File: config.mk
export PLATFORM = sky130hd
export DESIGN_NAME = qbtm_frac_div
export DESIGN_NICKNAME = d
export VERILOG_FILES = /design/src/hw/rtl/qbtm_pkg.sv /design/src/hw/rtl/qbtm_frac_div.sv
export SDC_FILE = /design/constraint.sdc
export NUM_CORES = 2
export LEC_CHECK = 0
export BUFFER_PORTS_ARGS = -buffer_cell sky130_fd_sc_hd__buf_2
export CAP_MARGIN = 40
export CORE_MARGIN = 2
export CORE_UTILIZATION = 65
export CTS_CLUSTER_DIAMETER = 100
export DETAILED_ROUTE_END_ITERATION = 16
export GPL_TIMING_DRIVEN = 0
export PLACE_DENSITY_LB_ADDON = 0.3
export SETUP_SLACK_MARGIN = 0.3
export SLEW_MARGIN = 10
export SYNTH_ARGS = -nofsm -noshare
export SYNTH_HDL_FRONTEND = slang
export SYNTH_SLANG_ARGS = --single-unit
export TNS_END_PERCENT = 30
File: constraint.sdc
create_clock -name clk -period 8 [get_ports clk]
set_input_delay 0.8 -clock clk [delete_from_list [all_inputs] [get_ports clk]]
set_output_delay 0.8 -clock clk [all_outputs]
set_load 0.02 [all_outputs]
File: src/hw/rtl/qbtm_pkg.sv
// Shared constants and types of the quad barycentric texel mapper.
package qbtm_pkg;

    // Defaults of the top-level parameters
    localparam int SCREEN_W_DEF  = 1024;
    localparam int SCREEN_H_DEF  = 1024;
    localparam int TEX_W_DEF     = 256;
    localparam int TEX_H_DEF     = 256;
    localparam int FRAC_BITS_DEF = 16;

    // Fixed field and datapath widths
    localparam int CW      = 13;        // corner coordinate
    localparam int PIXW    = 10;        // pixel coordinate
    localparam int EW      = 14;        // edge vector component
    localparam int WW      = 15;        // pixel minus origin
    localparam int PW      = EW + WW;   // one cross product term
    localparam int XW      = PW + 1;    // cross product difference
    localparam int DW      = 28;        // divider numerator, denominator, remainder
    localparam int BARY_W  = 17;
    localparam int SRC_W   = 8;
    localparam int ADDR_W  = 5;
    localparam int IN_W    = 24;
    localparam int OUT_W   = 56;
    localparam int USER_W  = 2;

    // Cycles for the triangle setup to settle after a corner write
    localparam logic [1:0] SETTLE = 2'd3;

    // Register indexes of the configuration port
    typedef enum logic [2:0] {
        REG_C0X, REG_C0Y, REG_C1X, REG_C1Y,
        REG_C2X, REG_C2Y, REG_C3X, REG_C3Y
    } qbtm_reg_t;

    // Sideband that travels with an item through the divider
    typedef struct packed {
        logic valid;
        logic hit;
        logic tri_sel;
    } qbtm_side_t;

endpackage

File: src/hw/rtl/qbtm_frac_div.sv
// Pipelined restoring divider giving two fractions of a common denominator.
module qbtm_frac_div #(
    parameter int FRAC_BITS = qbtm_pkg::FRAC_BITS_DEF
) (
    input  logic                      clk,
    input  logic                      rst_n,
    input  logic                      en,
    input  qbtm_pkg::qbtm_side_t      side_in,
    input  logic [qbtm_pkg::DW-1:0]   num_u,
    input  logic [qbtm_pkg::DW-1:0]   num_v,
    input  logic [qbtm_pkg::DW-1:0]   den,
    output qbtm_pkg::qbtm_side_t      side_out,
    output logic [FRAC_BITS:0]        quo_u,
    output logic [FRAC_BITS:0]        quo_v
);

    localparam int QW = FRAC_BITS + 1;
    localparam int NS = FRAC_BITS + 1;
    localparam int DW = qbtm_pkg::DW;

    qbtm_pkg::qbtm_side_t side_reg [NS];
    logic [DW-1:0]        ru_reg   [NS];
    logic [DW-1:0]        rv_reg   [NS];
    logic [DW-1:0]        d_reg    [NS];
    logic [QW-1:0]        qu_reg   [NS];
    logic [QW-1:0]        qv_reg   [NS];

    // One quotient bit per stage
    for (genvar k = 0; k < NS; k++)
    begin : g_stage
        logic [DW:0]          ru_in;
        logic [DW:0]          rv_in;
        logic [DW-1:0]        d_in;
        logic [QW-1:0]        qu_in;
        logic [QW-1:0]        qv_in;
        qbtm_pkg::qbtm_side_t s_in;
        logic                 bit_u;
        logic                 bit_v;
        logic [DW:0]          ru_diff;
        logic [DW:0]          rv_diff;
        logic [DW-1:0]        ru_next;
        logic [DW-1:0]        rv_next;
        logic [QW-1:0]        qu_next;
        logic [QW-1:0]        qv_next;

        if (k == 0)
        begin : g_first
            assign ru_in = {1'b0, num_u};
            assign rv_in = {1'b0, num_v};
            assign d_in  = den;
            assign qu_in = '0;
            assign qv_in = '0;
            assign s_in  = side_in;
        end
        else
        begin : g_next
            assign ru_in = {ru_reg[k-1], 1'b0};
            assign rv_in = {rv_reg[k-1], 1'b0};
            assign d_in  = d_reg[k-1];
            assign qu_in = qu_reg[k-1];
            assign qv_in = qv_reg[k-1];
            assign s_in  = side_reg[k-1];
        end

        // Compare and subtract where the shifted remainder reaches the divisor
        always_comb
        begin
            bit_u   = (ru_in >= {1'b0, d_in});
            bit_v   = (rv_in >= {1'b0, d_in});
            ru_diff = bit_u ? (ru_in - {1'b0, d_in}) : ru_in;
            rv_diff = bit_v ? (rv_in - {1'b0, d_in}) : rv_in;
            ru_next = ru_diff[DW-1:0];
            rv_next = rv_diff[DW-1:0];
            qu_next = {qu_in[QW-2:0], bit_u};
            qv_next = {qv_in[QW-2:0], bit_v};
        end

        // Advance the stage
        always_ff @(posedge clk or negedge rst_n)
        begin
            if (!rst_n)
            begin
                side_reg[k] <= '0;
            end
            else if (en)
            begin
                side_reg[k] <= s_in;
            end
        end

        always_ff @(posedge clk)
        begin
            if (en)
            begin
                ru_reg[k] <= ru_next;
                rv_reg[k] <= rv_next;
                d_reg[k]  <= d_in;
                qu_reg[k] <= qu_next;
                qv_reg[k] <= qv_next;
            end
        end
    end

    assign side_out = side_reg[NS-1];
    assign quo_u    = qu_reg[NS-1];
    assign quo_v    = qv_reg[NS-1];

endmodule

==> results.py <==
metrics = {
    "clock_network": {
        "numCtsBuffers": 177,
        "clock_path_buffers": 3,
        "htreeDepth": 4,
        "cts_hold_buf": 1,
        "clk_latency_ns": 0.85,
        "cts_sinks": 1701,
        "post_cts_buffers": 0,
        "post_cts_resized": 0,
        "cts_root_buf": "clkbuf_16",
        "cts_tree": "done",
        "clkTransAtPathRegs_ns": 0.06,
    },
    "synth": {
        "synth_area_um2": 106000,
        "yosys.area.top_type_share_pct": 46.6,
        "ys_types": 94,
        "synth_seq_cells": 1701,
        "yosysWarnings": 0,
        "syn_inst": 9951,
        "ys.flop_type": "edfxtp_1",
        "ys_async_sr_fraction_pct": 3.00,
        "synth_edf_count": 1650,
        "synth_nets": 11023,
        "ys_top_cells_by_count": "edfxtp_1 (1650), ha_1 (950), a21oi_1 (866), nand2_1 (768), o21ai_0 (768)",
        "syn_avg_cell_area_um2": 10.7,
        "yosysTopAreaCell": "edfxtp_1",
        "synth.area.top_cells": "edfxtp_1 (47%), ha_1 (11%), a21oi_1 (4.1%)",
        "yosysMostFrequentCell": "edfxtp_1",
        "synth-seq-area-share_pct": 47.8,
    },
    "sta": {
        "slew_headroom_pct": 33.3,
        "fin_crit_sh_pct": 66.8,
        "rsz0062_at_grt": "false",
        "setup_violations": 0,
        "totalNegativeSetupSlack_ns": 0,
        "worst_pin_slew_ns": 0.988,
        "fin_crit_ns": 5.35,
        "finClkSkew_ns": 0.0280,
        "fmax_mhz": 187,
        "hold_viol_final": 0,
        "final_max_slew_viol_count": 0,
    },
    "setup_path": {
        "cp.required_ns": 8.53,
        "critPathKind": "register to register",
        "cp_top_family": "compound AO/OA/AOI/OAI gates",
        "crit_slowest_cell": "a21oi_1",
        "crit_arrival_ns": 5.88,
        "critPathCaptureType": "register",
        "critPathBufInv": 4,
        "crit_fanout": 10,
        "path_common_cell": "buf_2",
        "cpPeakStageDelay_ns": 0.77,
        "startpoint_type": "register",
        "path_cells": "inv_1 -> ha_1 -> nor2b_1 -> o211ai_1 -> a21boi_0 -> o41a_1 -> a21bo_2 -> a221o_1 -> a221oi_1 -> o21a_1 -> o31ai_1 -> buf_2 -> buf_2 -> buf_1 -> a21oi_1",
    },
    "floorplan": {
        "start_util_pct": 65.5,
        "placementRows": 148,
        "core_area_um2": 163000,
        "io_pins": 127,
        "die_h_um": 409,
        "die-area_um2": 167000,
        "die_w_um": 409,
    },
    "min_path": {
        "hold_path.class": "input port to register",
    },
    "layout": {
        "area_delta_synth_final_pct": 9.07,
        "regArea_um2": 50800,
        "multi_input_area_um2": 51900,
        "drive_gt1_share_pct": 8.22,
        "fill_cells": 11735,
        "num-nets-final": 11350,
        "finish.instance_area_um2": 116000,
    },
    "global_route": {
        "grt_pass1_wl_um": 457000,
        "grt_pass1_vias": 76770,
        "grt_max_degree": 175,
        "grt_antenna_before_repair": 8,
        "gr-total-overflow": 0,
        "grt_util_all_layers_pct": 35.9,
    },
    "outcome": {
        "status": "finished clean",
    },
    "placement": {
        "dp_hpwl_um": 240000,
        "io_buffers": 126,
        "gp_congestion": 1.02,
        "placed_cell_area_um2": 110000,
    },
    "power_and_ir_drop": {
        "p_leak_nw": 48.1,
        "pwr_density_cell_nw_per_um2": 437,
        "ir_worst_vdd_uv": 347,
    },
    "route": {
        "wirelength_um": 306000,
        "vias_per_cell": 6.46,
        "wl_per_cell_um": 24.3,
        "drc": 0,
        "ant_nets": 0,
        "via_count": 81403,
        "dr.pass1.iters": 6,
        "dr.first_iter.drc_count": 10916,
    },
    "job": {
        "max_cap_viol_count": 0,
    },
}
## where the power goes
group	total (W)	switching (W)	leakage, nW	internal, W
Combinational	0.0260	0.0157	28.5	0.0103
Sequential	0.0164	0.00232	16.8	0.0141
Clock	0.00839	0.00364	2.84	0.00475
## kinds of logic (layout without fill, tap and decap cells)
| logic type | Yosys count | after routing | synth area share (%) |
|---|---|---|---|
| and+or+nand+nor | 2345 | 2345 | 10.4 |
| muxes | 333 | 333 | 3.53 |
| xor gates and xnor gates | 734 | 734 | 6.04 |
| DFF | 1701 | 1701 | 47.8 |
| adders and majority gates | 982 | 982 | 11.8 |
| other | 0 | 5 | 0 |
| buffers and inverters | 948 | 1420 | 3.43 |
| AOI/OAI and AO/OA | 2908 | 2908 | 17.0 |
## stage by stage
| stage | worst slack, ns | hold WS [ns] | cells | power (W) | utilization [%] |
|---|---|---|---|---|---|
| global route | 2.64 | 0.126 | 12598 | 0.0535 | 71.4 |
| detailed placement | 2.25 | 0.405 | 12273 | 0.0414 | 67.8 |
| CTS | 2.76 | 0.0952 | 12598 | 0.0501 | 71.4 |
| floorplan | 3.99 | 0.400 | 9951 | 0.0333 | - |
| global placement | -18.66 | 0.400 | 12252 | 0.0411 | 67.5 |
| finish | 2.65 | 0.136 | 12603 | 0.0507 | 71.4 |
## worst register-to-register path: cells and delay by family (launching register included)
kind / cells / cell delay [ns]
buffers and inverters: 4 / 1.01
and+or+nand+nor: 1 / 0.16
adders and majority gates: 1 / 0.33
AOI/OAI and AO/OA: 9 / 2.97
DFF: 1 / 0.56
## placed cells by master (no fill, tap or decap), types with 85 or more instances in the layout
| master | n |
|---|---|
| edfxtp_1 | 1650 |
| o21ai_0 | 768 |
| o21bai_1 | 87 |
| ha_1 | 950 |
| a31oi_1 | 85 |
| o21a_1 | 122 |
| nor2b_1 | 160 |
| inv_1 | 713 |
| xor2_1 | 314 |
| nand3_1 | 162 |
| buf_2 | 157 |
| nor3_1 | 112 |
| xnor2_1 | 420 |
| a21oi_1 | 866 |
| nand2b_1 | 148 |
| mux2_2 | 300 |
| clkbuf_1 | 208 |
| nor2_1 | 582 |
| a21o_1 | 470 |
| clkbuf_16 | 178 |
| nand2_1 | 768 |
| nand4_1 | 133 |
## layout make-up
class / instances / area share [%]
Clock buffer: 212 / 4.00
Timing Repair Buffer: 148 / 0.886
Tap cell: 2175 / 2.34
Antenna cell: 5 / 0.0108
Buffer: 233 / 0.836
Sequential cell: 1701 / 43.8
Clock inverter: 112 / 1.08
Inverter: 715 / 2.31
Multi-Input combinational cell: 7302 / 44.7
## layer usage
metal / GRT usage (%) / share of wire, % / wire length, um / up-vias
met1: 51.7 / 42 / 130000 / 39149
met3: 6.00 / 9.4 / 28700 / 645
met5: 0 / 0.014 / 44 / -
met2: 55.5 / 45 / 137000 / 4096
met4: 11.8 / 3.4 / 10500 / 6
li1: - / - / - / 37507
## final timing paths
path	start	end	slack (ns)	cells past startpoint
worst min register to register	qu_reg[5][27]	qu_reg[6][11]	0.40	0
max in group asynchronous	rst_n	g_stage[9].s_in[2]	6.95	3
worst min-delay path	den[2]	d_reg[0][2]	0.14	1
worst max register to register	d_reg[0][113]	ru_reg[0][164]	2.65	15
min in group asynchronous	rst_n	side_out[2]	0.48	2
worst max-delay path	d_reg[0][113]	ru_reg[0][164]	2.65	15
(Power assumes the default switching activity.)
